### config.mk
export PLATFORM = sky130hd
export DESIGN_NAME = chinese_numeral_to_integer
export DESIGN_NICKNAME = d
export VERILOG_FILES = /design/src/design/cnti_pkg.sv /design/src/design/cnti_front.sv /design/src/design/cnti_fifo.sv /design/src/design/cnti_back.sv /design/src/design/chinese_numeral_to_integer.sv
export SDC_FILE = /design/constraint.sdc
export NUM_CORES = 2
export LEC_CHECK = 0
export BUFFER_PORTS_ARGS = -buffer_cell sky130_fd_sc_hd__buf_2
export CORE_ASPECT_RATIO = 1.25
export CORE_MARGIN = 8
export CORE_UTILIZATION = 50
export DETAILED_ROUTE_END_ITERATION = 8
export GPL_TIMING_DRIVEN = 1
export PLACE_DENSITY = 0.81
export SLEW_MARGIN = 10
export SYNTH_ARGS = -nofsm -noshare
export SYNTH_HDL_FRONTEND = slang
export SYNTH_HIERARCHICAL = 1
export SYNTH_SLANG_ARGS = --single-unit
### constraint.sdc
create_clock -name clk -period 9.6 [get_ports clk]
set_clock_uncertainty 0.15 [all_clocks]
set_input_delay 0.96 -clock clk [delete_from_list [all_inputs] [get_ports clk]]
set_output_delay 0.96 -clock clk [all_outputs]
set_load 0.005 [all_outputs]
### src/design/cnti_pkg.sv
// shared types and constants for the chinese numeral to integer block
package cnti_pkg;

  localparam int MAX_CHARS_DEF   = 32;
  localparam int QUEUE_DEPTH_DEF = 4;

  // magnitude limit is 2^63-1, so magnitudes live in 63 bits
  localparam int MAG_W = 63;

  typedef enum logic [2:0] {
    CLS_NONE,
    CLS_MINUS,
    CLS_POINT,
    CLS_DIGIT,
    CLS_TEN,
    CLS_HUNDRED,
    CLS_LARGE,
    CLS_UNKNOWN
  } cls_t;

  typedef enum logic [2:0] {
    ST_OK,
    ST_UNKNOWN,
    ST_ORDER,
    ST_MINUS,
    ST_LONG,
    ST_OVERFLOW
  } status_t;

  // small unit selectors carried in arg
  localparam logic [3:0] UNIT_TEN      = 4'd0;
  localparam logic [3:0] UNIT_HUNDRED  = 4'd1;
  localparam logic [3:0] UNIT_THOUSAND = 4'd2;

  // one classified character
  // arg: digit value, small unit selector, or large unit index 1..4
  typedef struct packed {
    cls_t       cls;
    logic [3:0] arg;
    logic       last;
    logic       first;
    logic       too_long;
  } entry_t;

endpackage

### src/design/cnti_front.sv
// front end: classifies each code point and tracks the word's character count
module cnti_front #(
  parameter int MAX_CHARS = cnti_pkg::MAX_CHARS_DEF
) (
  input  logic              clk,
  input  logic              rst_n,
  input  logic              in_push,
  input  logic [20:0]       in_code_point,
  input  logic              in_last,
  input  logic              q_full,
  output logic              q_push,
  output cnti_pkg::entry_t  q_entry
);

  localparam int CNT_W = $clog2(MAX_CHARS + 1);

  localparam logic [20:0] CP_ZERO     = 21'h096F6;
  localparam logic [20:0] CP_ONE      = 21'h04E00;
  localparam logic [20:0] CP_TWO      = 21'h04E8C;
  localparam logic [20:0] CP_THREE    = 21'h04E09;
  localparam logic [20:0] CP_FOUR     = 21'h056DB;
  localparam logic [20:0] CP_FIVE     = 21'h04E94;
  localparam logic [20:0] CP_SIX      = 21'h0516D;
  localparam logic [20:0] CP_SEVEN    = 21'h04E03;
  localparam logic [20:0] CP_EIGHT    = 21'h0516B;
  localparam logic [20:0] CP_NINE     = 21'h04E5D;
  localparam logic [20:0] CP_TEN      = 21'h05341;
  localparam logic [20:0] CP_HUNDRED  = 21'h0767E;
  localparam logic [20:0] CP_THOUSAND = 21'h05343;
  localparam logic [20:0] CP_WAN      = 21'h04E07;
  localparam logic [20:0] CP_YI       = 21'h04EBF;
  localparam logic [20:0] CP_ZHAO     = 21'h05146;
  localparam logic [20:0] CP_JING     = 21'h04EAC;
  localparam logic [20:0] CP_MINUS    = 21'h08D1F;
  localparam logic [20:0] CP_POINT    = 21'h070B9;

  logic [CNT_W-1:0] cnt_r;
  logic [CNT_W-1:0] cnt_nxt;
  cnti_pkg::cls_t   cls;
  logic [3:0]       arg;

  always_comb begin
    cls = cnti_pkg::CLS_DIGIT;
    arg = 4'd0;
    unique case (in_code_point)
      CP_ZERO:     arg = 4'd0;
      CP_ONE:      arg = 4'd1;
      CP_TWO:      arg = 4'd2;
      CP_THREE:    arg = 4'd3;
      CP_FOUR:     arg = 4'd4;
      CP_FIVE:     arg = 4'd5;
      CP_SIX:      arg = 4'd6;
      CP_SEVEN:    arg = 4'd7;
      CP_EIGHT:    arg = 4'd8;
      CP_NINE:     arg = 4'd9;
      CP_TEN: begin
        cls = cnti_pkg::CLS_TEN;
        arg = cnti_pkg::UNIT_TEN;
      end
      CP_HUNDRED: begin
        cls = cnti_pkg::CLS_HUNDRED;
        arg = cnti_pkg::UNIT_HUNDRED;
      end
      CP_THOUSAND: begin
        cls = cnti_pkg::CLS_HUNDRED;
        arg = cnti_pkg::UNIT_THOUSAND;
      end
      CP_WAN: begin
        cls = cnti_pkg::CLS_LARGE;
        arg = 4'd1;
      end
      CP_YI: begin
        cls = cnti_pkg::CLS_LARGE;
        arg = 4'd2;
      end
      CP_ZHAO: begin
        cls = cnti_pkg::CLS_LARGE;
        arg = 4'd3;
      end
      CP_JING: begin
        cls = cnti_pkg::CLS_LARGE;
        arg = 4'd4;
      end
      CP_MINUS:    cls = cnti_pkg::CLS_MINUS;
      CP_POINT:    cls = cnti_pkg::CLS_POINT;
      default:     cls = cnti_pkg::CLS_UNKNOWN;
    endcase
  end

  assign q_push = in_push && !q_full;

  always_comb begin
    q_entry.cls      = cls;
    q_entry.arg      = arg;
    q_entry.last     = in_last;
    q_entry.first    = (cnt_r == '0);
    // count saturates at the limit, so reaching it means this beat is one too many
    q_entry.too_long = (cnt_r == CNT_W'(MAX_CHARS));
  end

  always_comb begin
    cnt_nxt = cnt_r;
    if (q_push) begin
      if (in_last) begin
        cnt_nxt = '0;
      end else if (cnt_r != CNT_W'(MAX_CHARS)) begin
        cnt_nxt = cnt_r + CNT_W'(1);
      end
    end
  end

  always_ff @(posedge clk) begin
    if (!rst_n) begin
      cnt_r <= '0;
    end else begin
      cnt_r <= cnt_nxt;
    end
  end

endmodule

### src/design/cnti_fifo.sv
// short queue of classified characters between front and back end
module cnti_fifo #(
  parameter int DEPTH = cnti_pkg::QUEUE_DEPTH_DEF
) (
  input  logic              clk,
  input  logic              rst_n,
  input  logic              wr_en,
  input  cnti_pkg::entry_t  wr_data,
  input  logic              rd_en,
  output cnti_pkg::entry_t  rd_data,
  output logic              full,
  output logic              empty
);

  localparam int PTR_W = $clog2(DEPTH);
  localparam int CNT_W = $clog2(DEPTH + 1);

  cnti_pkg::entry_t mem_r [DEPTH];
  logic [PTR_W-1:0] wr_ptr_r, wr_ptr_nxt;
  logic [PTR_W-1:0] rd_ptr_r, rd_ptr_nxt;
  logic [CNT_W-1:0] cnt_r, cnt_nxt;
  logic             do_wr, do_rd;

  assign full    = (cnt_r == CNT_W'(DEPTH));
  assign empty   = (cnt_r == '0);
  assign rd_data = mem_r[rd_ptr_r];
  assign do_wr   = wr_en && !full;
  assign do_rd   = rd_en && !empty;

  always_comb begin
    wr_ptr_nxt = wr_ptr_r;
    rd_ptr_nxt = rd_ptr_r;
    cnt_nxt    = cnt_r;
    if (do_wr) begin
      wr_ptr_nxt = (wr_ptr_r == PTR_W'(DEPTH - 1)) ? '0 : wr_ptr_r + PTR_W'(1);
    end
    if (do_rd) begin
      rd_ptr_nxt = (rd_ptr_r == PTR_W'(DEPTH - 1)) ? '0 : rd_ptr_r + PTR_W'(1);
    end
    if (do_wr && !do_rd) begin
      cnt_nxt = cnt_r + CNT_W'(1);
    end else if (do_rd && !do_wr) begin
      cnt_nxt = cnt_r - CNT_W'(1);
    end
  end

  always_ff @(posedge clk) begin
    if (do_wr) begin
      mem_r[wr_ptr_r] <= wr_data;
    end
  end

  always_ff @(posedge clk) begin
    if (!rst_n) begin
      wr_ptr_r <= '0;
      rd_ptr_r <= '0;
      cnt_r    <= '0;
    end else begin
      wr_ptr_r <= wr_ptr_nxt;
      rd_ptr_r <= rd_ptr_nxt;
      cnt_r    <= cnt_nxt;
    end
  end

endmodule

### src/design/cnti_back.sv
// back end: accumulates sections and totals, scales by large units, emits results
module cnti_back #(
  parameter int MAX_CHARS = cnti_pkg::MAX_CHARS_DEF
) (
  input  logic              clk,
  input  logic              rst_n,
  input  logic              q_empty,
  input  cnti_pkg::entry_t  q_entry,
  output logic              q_pop,
  output logic              out_empty,
  input  logic              out_pop,
  output logic [63:0]       out_value,
  output logic [2:0]        out_status
);

  localparam int MAG_W  = cnti_pkg::MAG_W;
  // each character adds at most 9000 to a section
  localparam int SEC_W  = $clog2(MAX_CHARS * 9000 + 1);
  localparam int G_W    = SEC_W + 1;
  localparam int PROD_W = MAG_W + 14;

  typedef enum logic [2:0] {
    S_RUN,
    S_MUL,
    S_ACC,
    S_SUM,
    S_EMIT
  } state_t;

  state_t              state_r, state_nxt;
  logic [MAG_W-1:0]    total_r, total_nxt;
  logic [SEC_W-1:0]    sec_r, sec_nxt;
  logic [3:0]          pend_r, pend_nxt;
  logic [2:0]          large_r, large_nxt;
  cnti_pkg::cls_t      prev_r, prev_nxt;
  logic                neg_r, neg_nxt;
  cnti_pkg::status_t   err_r, err_nxt;
  logic [MAG_W-1:0]    acc_r, acc_nxt;
  logic [2:0]          k_r, k_nxt;
  logic                rise_r, rise_nxt;
  logic                last_r, last_nxt;
  logic                out_v_r, out_v_nxt;
  logic [63:0]         out_value_r, out_value_nxt;
  logic [2:0]          out_status_r, out_status_nxt;

  logic [13:0]         unit_val;
  logic [13:0]         unit_t;
  logic [3:0]          pend_eff;
  logic [G_W-1:0]      g_raw, g;
  logic                rising;
  logic [63:0]         tg_sum;
  logic [PROD_W-1:0]   acc_w, prod;
  logic [63:0]         acc_sum;
  logic [63:0]         fin_sum;
  logic [63:0]         mag64;

  always_comb begin
    unique case (q_entry.arg)
      cnti_pkg::UNIT_TEN:      unit_val = 14'd10;
      cnti_pkg::UNIT_HUNDRED:  unit_val = 14'd100;
      default:                 unit_val = 14'd1000;
    endcase
  end

  assign pend_eff = (pend_r == 4'd0) ? 4'd1 : pend_r;
  assign unit_t   = {10'd0, pend_eff} * unit_val;
  assign g_raw    = {1'b0, sec_r} + G_W'(pend_r);
  assign g        = (g_raw == '0) ? G_W'(1) : g_raw;
  assign rising   = (large_r != 3'd0) && (q_entry.arg[2:0] > large_r);
  assign tg_sum   = {1'b0, total_r} + 64'(g);

  // times 10^4 as shifted adds: 8192 + 1024 + 512 + 256 + 16
  assign acc_w    = PROD_W'(acc_r);
  assign prod     = (acc_w << 13) + (acc_w << 10) + (acc_w << 9) + (acc_w << 8) + (acc_w << 4);
  assign acc_sum  = {1'b0, total_r} + {1'b0, acc_r};
  assign fin_sum  = {1'b0, total_r} + 64'(sec_r) + 64'(pend_r);
  assign mag64    = {1'b0, acc_r};

  assign q_pop      = (state_r == S_RUN) && !q_empty;
  assign out_empty  = !out_v_r;
  assign out_value  = out_value_r;
  assign out_status = out_status_r;

  always_comb begin
    state_nxt      = state_r;
    total_nxt      = total_r;
    sec_nxt        = sec_r;
    pend_nxt       = pend_r;
    large_nxt      = large_r;
    prev_nxt       = prev_r;
    neg_nxt        = neg_r;
    err_nxt        = err_r;
    acc_nxt        = acc_r;
    k_nxt          = k_r;
    rise_nxt       = rise_r;
    last_nxt       = last_r;
    out_v_nxt      = out_v_r && !out_pop;
    out_value_nxt  = out_value_r;
    out_status_nxt = out_status_r;

    unique case (state_r)
      S_RUN: begin
        if (!q_empty) begin
          last_nxt = q_entry.last;
          if (q_entry.last) begin
            state_nxt = S_SUM;
          end
          if (err_r == cnti_pkg::ST_OK) begin
            if (q_entry.too_long) begin
              err_nxt = cnti_pkg::ST_LONG;
            end else begin
              unique case (q_entry.cls)
                cnti_pkg::CLS_UNKNOWN: err_nxt = cnti_pkg::ST_UNKNOWN;
                cnti_pkg::CLS_MINUS: begin
                  if (!q_entry.first) begin
                    err_nxt = cnti_pkg::ST_MINUS;
                  end else begin
                    neg_nxt  = 1'b1;
                    prev_nxt = cnti_pkg::CLS_MINUS;
                  end
                end
                cnti_pkg::CLS_POINT: prev_nxt = cnti_pkg::CLS_POINT;
                cnti_pkg::CLS_DIGIT: begin
                  pend_nxt = q_entry.arg;
                  prev_nxt = cnti_pkg::CLS_DIGIT;
                end
                cnti_pkg::CLS_TEN, cnti_pkg::CLS_HUNDRED: begin
                  if (prev_r == cnti_pkg::CLS_HUNDRED) begin
                    err_nxt = cnti_pkg::ST_ORDER;
                  end else begin
                    sec_nxt  = sec_r + SEC_W'(unit_t);
                    pend_nxt = 4'd0;
                    prev_nxt = q_entry.cls;
                  end
                end
                cnti_pkg::CLS_LARGE: begin
                  if (prev_r == cnti_pkg::CLS_LARGE) begin
                    err_nxt = cnti_pkg::ST_ORDER;
                  end else begin
                    sec_nxt   = '0;
                    pend_nxt  = 4'd0;
                    large_nxt = q_entry.arg[2:0];
                    prev_nxt  = cnti_pkg::CLS_LARGE;
                    k_nxt     = q_entry.arg[2:0];
                    rise_nxt  = rising;
                    if (rising) begin
                      // a rising unit scales everything so far
                      if (tg_sum[63]) begin
                        err_nxt = cnti_pkg::ST_OVERFLOW;
                      end else begin
                        acc_nxt   = tg_sum[MAG_W-1:0];
                        state_nxt = S_MUL;
                      end
                    end else begin
                      acc_nxt   = MAG_W'(g);
                      state_nxt = S_MUL;
                    end
                  end
                end
                default: ;
              endcase
            end
          end
        end
      end
      S_MUL: begin
        k_nxt = k_r - 3'd1;
        if (prod[PROD_W-1:MAG_W] != '0) begin
          err_nxt   = cnti_pkg::ST_OVERFLOW;
          state_nxt = last_r ? S_SUM : S_RUN;
        end else begin
          acc_nxt = prod[MAG_W-1:0];
          if (k_r == 3'd1) begin
            if (rise_r) begin
              total_nxt = prod[MAG_W-1:0];
              state_nxt = last_r ? S_SUM : S_RUN;
            end else begin
              state_nxt = S_ACC;
            end
          end
        end
      end
      S_ACC: begin
        if (acc_sum[63]) begin
          err_nxt = cnti_pkg::ST_OVERFLOW;
        end else begin
          total_nxt = acc_sum[MAG_W-1:0];
        end
        state_nxt = last_r ? S_SUM : S_RUN;
      end
      S_SUM: begin
        if (err_r == cnti_pkg::ST_OK) begin
          if (fin_sum[63]) begin
            err_nxt = cnti_pkg::ST_OVERFLOW;
          end
          acc_nxt = fin_sum[MAG_W-1:0];
        end
        state_nxt = S_EMIT;
      end
      S_EMIT: begin
        if (!out_v_r || out_pop) begin
          out_v_nxt      = 1'b1;
          out_status_nxt = err_r;
          if (err_r != cnti_pkg::ST_OK) begin
            out_value_nxt = 64'd0;
          end else if (neg_r) begin
            out_value_nxt = 64'd0 - mag64;
          end else begin
            out_value_nxt = mag64;
          end
          // word done, back to a clean slate
          total_nxt = '0;
          sec_nxt   = '0;
          pend_nxt  = 4'd0;
          large_nxt = 3'd0;
          prev_nxt  = cnti_pkg::CLS_NONE;
          neg_nxt   = 1'b0;
          err_nxt   = cnti_pkg::ST_OK;
          state_nxt = S_RUN;
        end
      end
      default: state_nxt = S_RUN;
    endcase
  end

  always_ff @(posedge clk) begin
    if (!rst_n) begin
      state_r   <= S_RUN;
      total_r   <= '0;
      sec_r     <= '0;
      pend_r    <= 4'd0;
      large_r   <= 3'd0;
      prev_r    <= cnti_pkg::CLS_NONE;
      neg_r     <= 1'b0;
      err_r     <= cnti_pkg::ST_OK;
      k_r       <= 3'd0;
      rise_r    <= 1'b0;
      last_r    <= 1'b0;
      out_v_r   <= 1'b0;
    end else begin
      state_r   <= state_nxt;
      total_r   <= total_nxt;
      sec_r     <= sec_nxt;
      pend_r    <= pend_nxt;
      large_r   <= large_nxt;
      prev_r    <= prev_nxt;
      neg_r     <= neg_nxt;
      err_r     <= err_nxt;
      k_r       <= k_nxt;
      rise_r    <= rise_nxt;
      last_r    <= last_nxt;
      out_v_r   <= out_v_nxt;
    end
    acc_r        <= acc_nxt;
    out_value_r  <= out_value_nxt;
    out_status_r <= out_status_nxt;
  end

endmodule

### src/design/chinese_numeral_to_integer.sv
// top level of the chinese numeral word to signed integer converter
//
// input channel: one unicode code point per beat on in_code_point, with in_last
// marking the final character of a word; a beat is taken when push is high and
// full is low. result channel: one beat per word (out_value, out_status) is
// shown while empty is low and taken when pop is high.
// the front end classifies a character in the cycle it is pushed and writes it
// into a QUEUE_DEPTH entry queue, so push is accepted every cycle until the
// queue fills. the back end takes one digit, small unit, minus or point per
// cycle while it is in its run state; a large unit makes k passes (k = 1..4) of
// the times-10^4 shift-add unit, plus an add step when it does not scale the
// running total. after the last character the back end forms the final sum and
// then loads the result register.
// if the receiver stalls, the result register holds, the back end waits with
// the next finished word and the queue keeps taking beats until full.
// reset empties the queue and the result register and clears all word state;
// no clearing pass is needed.
module chinese_numeral_to_integer #(
  parameter int MAX_CHARS   = cnti_pkg::MAX_CHARS_DEF,
  parameter int QUEUE_DEPTH = cnti_pkg::QUEUE_DEPTH_DEF
) (
  input  logic        clk,
  input  logic        rst_n,
  input  logic        push,
  output logic        full,
  input  logic [20:0] in_code_point,
  input  logic        in_last,
  output logic        empty,
  input  logic        pop,
  output logic [63:0] out_value,
  output logic [2:0]  out_status
);

  logic             q_push;
  logic             q_pop;
  logic             q_empty;
  cnti_pkg::entry_t q_wr_entry;
  cnti_pkg::entry_t q_rd_entry;

  cnti_front #(
    .MAX_CHARS (MAX_CHARS)
  ) u_front (
    .clk           (clk),
    .rst_n         (rst_n),
    .in_push       (push),
    .in_code_point (in_code_point),
    .in_last       (in_last),
    .q_full        (full),
    .q_push        (q_push),
    .q_entry       (q_wr_entry)
  );

  cnti_fifo #(
    .DEPTH (QUEUE_DEPTH)
  ) u_fifo (
    .clk     (clk),
    .rst_n   (rst_n),
    .wr_en   (q_push),
    .wr_data (q_wr_entry),
    .rd_en   (q_pop),
    .rd_data (q_rd_entry),
    .full    (full),
    .empty   (q_empty)
  );

  cnti_back #(
    .MAX_CHARS (MAX_CHARS)
  ) u_back (
    .clk        (clk),
    .rst_n      (rst_n),
    .q_empty    (q_empty),
    .q_entry    (q_rd_entry),
    .q_pop      (q_pop),
    .out_empty  (empty),
    .out_pop    (pop),
    .out_value  (out_value),
    .out_status (out_status)
  );

`ifndef ASSERT_OFF
  a_err_value_zero: assert property (@(posedge clk) disable iff (!rst_n)
    (!empty && out_status != cnti_pkg::ST_OK) |-> (out_value == 64'd0))
    else $error("nonzero value with error status");

  a_status_range: assert property (@(posedge clk) disable iff (!rst_n)
    !empty |-> (out_status <= cnti_pkg::ST_OVERFLOW))
    else $error("status code out of range");

  a_reset_clean: assert property (@(posedge clk)
    (rst_n && !$past(rst_n)) |-> (empty && !full))
    else $error("queue or result not clear after reset");

  a_queue_drain: assert property (@(posedge clk) disable iff (!rst_n)
    q_pop |-> !q_empty)
    else $error("back end popped an empty queue");
`endif

endmodule

Word-level counts from Yosys, hierarchy flattened
Memory sizes are Yosys's and may differ from the RTL's. A register that Yosys moved wholly into a read port is not among the register bits.
Cells that the tools add are included.
Storage, ports and cells
  flip-flop bits (word level): 248
  bits in latches: 0
  RAM bits: 40
  bits in read-only memories: 0
  output and inout bits: 69
  logic and storage cells: 267
  memories: 1
Operators by class
  add/sub/neg operators: 17
  multiply operators: 1
  divide/modulo/power cells: 0
  order comparisons: 1
  equality and inequality tests: 68
  shift-type cells: 0
  mux-type cells: 100
  bitwise logic cells: 4
  reductions and logical operators: 55
Memories
  u_fifo.mem_r: depth 4, width 10, rd ports 1, clocked after Yosys merged registers in 1, wr ports 1, RTL line cnti_fifo.sv:18  | cnti_pkg::entry_t mem_r [DEPTH];
Operator list (count)
  two-way mux 63 bit: 15
  one-hot mux 63 bit (3 select lines): 2
  == test 21 x 15 -> 1 bit (second input constant): 17
  two-way mux 19 bit: 6
  two-way mux 3 bit: 37
  adder 76 x 73 -> 77 bit: 1
  adder 77 x 67 -> 77 bit: 1
  adder 77 x 71 -> 77 bit: 1
  adder 77 x 72 -> 77 bit: 1
  one-hot mux 19 bit (2 select lines): 2
  adder 63 x 19 -> 64 bit: 1
  adder 63 x 20 -> 64 bit: 1
  adder 63 x 63 -> 64 bit: 1
  adder 64 x 4 -> 64 bit: 1
  subtractor 1 x 63 -> 64 bit (first input constant): 1
  one-hot mux 3 bit (5 select lines): 3
  == test 21 x 16 -> 1 bit (second input constant): 2
  one-hot mux 4 bit (9 select lines): 1
  two-way mux 4 bit: 7
  == test 3 bit (second input constant): 8
  adder 19 x 4 -> 20 bit: 1
  zero test 20 bit: 1
  two-way mux 20 bit: 1
  one-hot mux 10 bit (2 select lines): 1
  51 further kinds: 133

Longest topological paths before layout
  word-level depth: 12
  gate-level depth with buffers: 28
  gate-level depth less buffers: 27

Cells and area by module
The synthesis kept the hierarchy.
By module, submodules not included
  cnti_back: instances 1, cells an instance 3516, area an instance 29000.3 sq um
  cnti_fifo: instances 1, cells an instance 103, area an instance 1915.6 sq um
  cnti_front: instances 1, cells an instance 143, area an instance 1039.7 sq um

Worst setup path after synthesis
OpenSTA, ideal clock, no wires.
  kind: reg2reg
  start: register u_back.acc_r[21]
  end: register u_back.acc_r[0] (enable)
  setup time: 0.562 ns
  data arrival time: 9.454 ns
  setup slack: -0.565 ns
  stages on the path, launching flop included: 18
  path through: edfxtp_1 > fa_1 > fa_1 > fa_1 > ha_1 > clkbuf_1 > nand4_1 > or4_1 > or4_1 > o22ai_1 > a21oi_1 > a21oi_1 > mux2i_1 > o41ai_1 > nor4_1 > a21oi_1 > clkbuf_1 > nor3_1
Between the ends
  longest elaborated chain between the ends: 7
Ends and longest elaborated chain
  start: declaration: RTL line cnti_back.sv:38  | logic [MAG_W-1:0] acc_r, acc_nxt;
  start signal: assignment: RTL line cnti_back.sv:254  | acc_r <= acc_nxt;
  adder 76 x 73 -> 77 bit: RTL line cnti_back.sv:74  | assign prod = (acc_w << 13) + (acc_w << 10) + (acc_w << 9) + (acc_w << 8) + (acc_w << 4);
  adder 77 x 72 -> 77 bit: RTL line cnti_back.sv:74
  adder 77 x 71 -> 77 bit: RTL line cnti_back.sv:74
  adder 77 x 67 -> 77 bit *: RTL line cnti_back.sv:74
  nonzero test 14 bit *: RTL line cnti_back.sv:168  | if (prod[PROD_W-1:MAG_W] != '0) begin
  inequality test 2 bit (no source line) *
  AND reduction 9 bit (no source line) *
Every way passes the cells marked *; elsewhere a longest branch is shown, timed or not.
A chain may end at the register's enable or synchronous reset.

Final worst setup path
  start: register u_back.acc_r[36]
  end: register u_back.acc_r[19] (enable)
Same word-level chain as after synthesis.

==> flow_summary.toml <==
[critical_path]
worstSetupPathType = "flop to flop"
start_kind = "flop"
cp_data_required_time_ns = 9.67
crit_path_end_kind = "flop"
worst-endpoint-arrival_ns = 7.63
cp_max_fo = 63
reg2reg_setup_slack_ns = 2.04

[layout]
diodes = 0
final_util_pct = 53.88
multi_input_area_mm2 = 0.02328
fin_cells = 4594
fillers = 5811
regArea_mm2 = 0.007490
syn2layout_area_growth_pct = 6.472
layout_common_cells = "nand2_1 (345), a21oi_1 (331), o21ai_0 (314)"
drive_above_1_share_pct = 6.873
final_common_cell = "nand2_1"
nNetsFinal = 4207

[sta]
fin_crit_ns = 7.558
min_period_over_period_pct = 78.73
finalMaxSlewViolations = 0
hold_ws_ns = 0.3361
worst_pin_slew_ns = 1.140
setup-tns-final_ns = 0
clock.fmax_mhz = 132.3
grt_setup_unrepaired = "no"
setup_violations = 0
slew_headroom_pct = 23.80
hold_viol = 0

[logic_synthesis]
synth_cells = 3762
synth-simple-area-share_pct = 19.30
synthArstFlopShare_pct = 0
synthAdderAreaFrac_pct = 22.41
synthFlopType = "edfxtp_1"
synth_area_mm2 = 0.03196
synth_xor_area_share_pct = 7.866
synth_compound_area_share_pct = 21.53
synth_area_leaders = "edfxtp_1 (16%), fa_1 (12%), ha_1 (9.9%), dfxtp_1 (7.5%), a21oi_1 (5.2%)"
synth_edf_count = 170
ys_seq_area_share_pct = 23.43
syn-num-nets = 4240
synth_top_family_by_area = "adder cells"
yosys.area.top_type_share_pct = 15.97
synth_area_per_cell_um2 = 8.494
ys_seq_elements = 289
synth_area_leader_cell = "edfxtp_1"
synthMuxAreaShare_pct = 1.535
ys_warn_count = 6
ys_types = 97

[floorplanning]
num_rows = 103
die_y_um = 298.6
core_mm2 = 0.06315
ios = 95
start_util_pct = 50.60
floorplan.die.width_um = 242.1
die-area_mm2 = 0.07231

[routing]
routedWlPerCell_um = 22.07
drt_iter0_markers = 3194
drtPass1Iterations = 6
drtAntennaViolNets = 0
routed_wirelength_mm = 101.4
vias_per_cell = 6.481
vias = 29780
drc = 0

[run_status]
status = "complete, no violations"

[job]
drv_cap = 0

[clock_network]
cts_buffers = 31
clk_pin_slew_ns = 0.06
postCtsSetupBuffers = 0
cts-root-buf = "clkbuf_16"
htree_num_levels = 1
clock-sinks = 289
ctsHoldBuffers = 0
cts_tree = "built"
cts_resized = 0
clkLatencyLatePin_ns = 0.62
clock_path_buffers = 3

[place]
place_inst = 4536
io_buffers = 94
hpwlAfterDp_mm = 78.69
gp_congestion = 1.032

[grt]
grt_pass1_vias = 29170
antenna_found_initial = 0
grt_max_degree = 96
grt.overflow.total = 0
grt_usage_pct = 26.97
grt_pass1_wl_mm = 159.9

[hold_path]
hp-class = "flop to flop"
==> registers in the layout (all words and copies together), names as in the netlist, 2 cells and up, named ones only <==
name,cells
u_back/acc_r,63
u_back/err_r,3
u_back/k_r,3
u_back/large_r,3
u_back/out_status,3
u_back/out_value,64
u_back/pend_r,4
u_back/prev_r,3
u_back/sec_r,18
u_back/state_r,3
u_back/total_r,63
u_fifo/cnt_r,3
u_fifo/mem_r,40
u_fifo/rd_ptr_r,2
u_fifo/wr_ptr_r,2
u_front/cnt_r,6
==> metrics by stage <==
stage	setup slack, ns	cell area [µm²]
finish	2.042	34020
global placement	2.163	33050
detailed placement	2.113	33050
global route	1.720	34020
CTS	2.125	34020
floorplan	1.364	31960
==> cell families after synthesis <==
family,after synthesis
mux,36
simple gates,1251
fa+ha+maj,454
flops,289
compound gates,1116
xor+xnor,287
buf+inv,329
==> synth_stat cells, types with 33 or more instances <==
master and number:
o31ai_1 33, or3_1 40, nand2_1 345, ha_1 254, nor2b_1 34, nand4_1 91
a211oi_1 34, and3_1 38, and2_1 33, clkbuf_1 172, a21oi_1 333, nor2_1 313
o21bai_1 33, xor2_1 141, dfxtp_1 119, nand3_1 125, fa_1 198, edfxtp_1 170
nor3_1 78, o22ai_1 45, inv_1 136, o21ai_0 314, xnor2_1 146, a21o_1 79
==> critical path, stage by stage (launching register included) <==
cell	delay (ns)
edfxtp_1	0.81
fa_1	0.57
fa_1	0.54
fa_1	0.42
ha_1	0.41
a21oi_1	0.21
o21ai_0	0.16
a221o_1	0.40
a211o_1	0.39
a211o_1	0.35
and2_1	0.20
o311ai_0	0.34
o2111ai_1	0.16
nor4_1	0.62
a21oi_4	0.10
buf_4	0.33
nor3_4	0.18
buf_4	0.76
==> final cells by class <==
| class | count | area share, % |
|---|---|---|
| timing repair buffer | 127 | 2.111 |
| sequential | 289 | 22.01 |
| multi-input combinational | 3144 | 68.42 |
| inverter | 136 | 1.500 |
| clock inverter | 25 | 0.5663 |
| clock buffer | 33 | 2.302 |
| tap | 840 | 3.089 |
==> path summary, 6_finish.rpt <==
check,startpoint,end,cells past startpoint
max,u_back/acc_r[36],u_back/acc_r[19],17
min,u_back/err_r[1],u_back/out_status[1],0
max reg2reg,u_back/acc_r[36],u_back/acc_r[19],17
min reg2reg,u_back/err_r[1],u_back/out_status[1],0
==> metal layers <==
| layer | share of wire (%) | vias up | GRT usage (%) |
|---|---|---|---|
| met2 | 47 | 1521 | 44.70 |
| met1 | 39 | 14170 | 33.55 |
| met5 | 0 | - | 0 |
| li1 | - | 13740 | - |
| met4 | 5.5 | 0 | 13.64 |
| met3 | 9.1 | 343 | 4.900 |
Power is left out: the tool's default activity adds up to more than one toggle a clock period on the data nets, which glitch-free logic cannot reach.
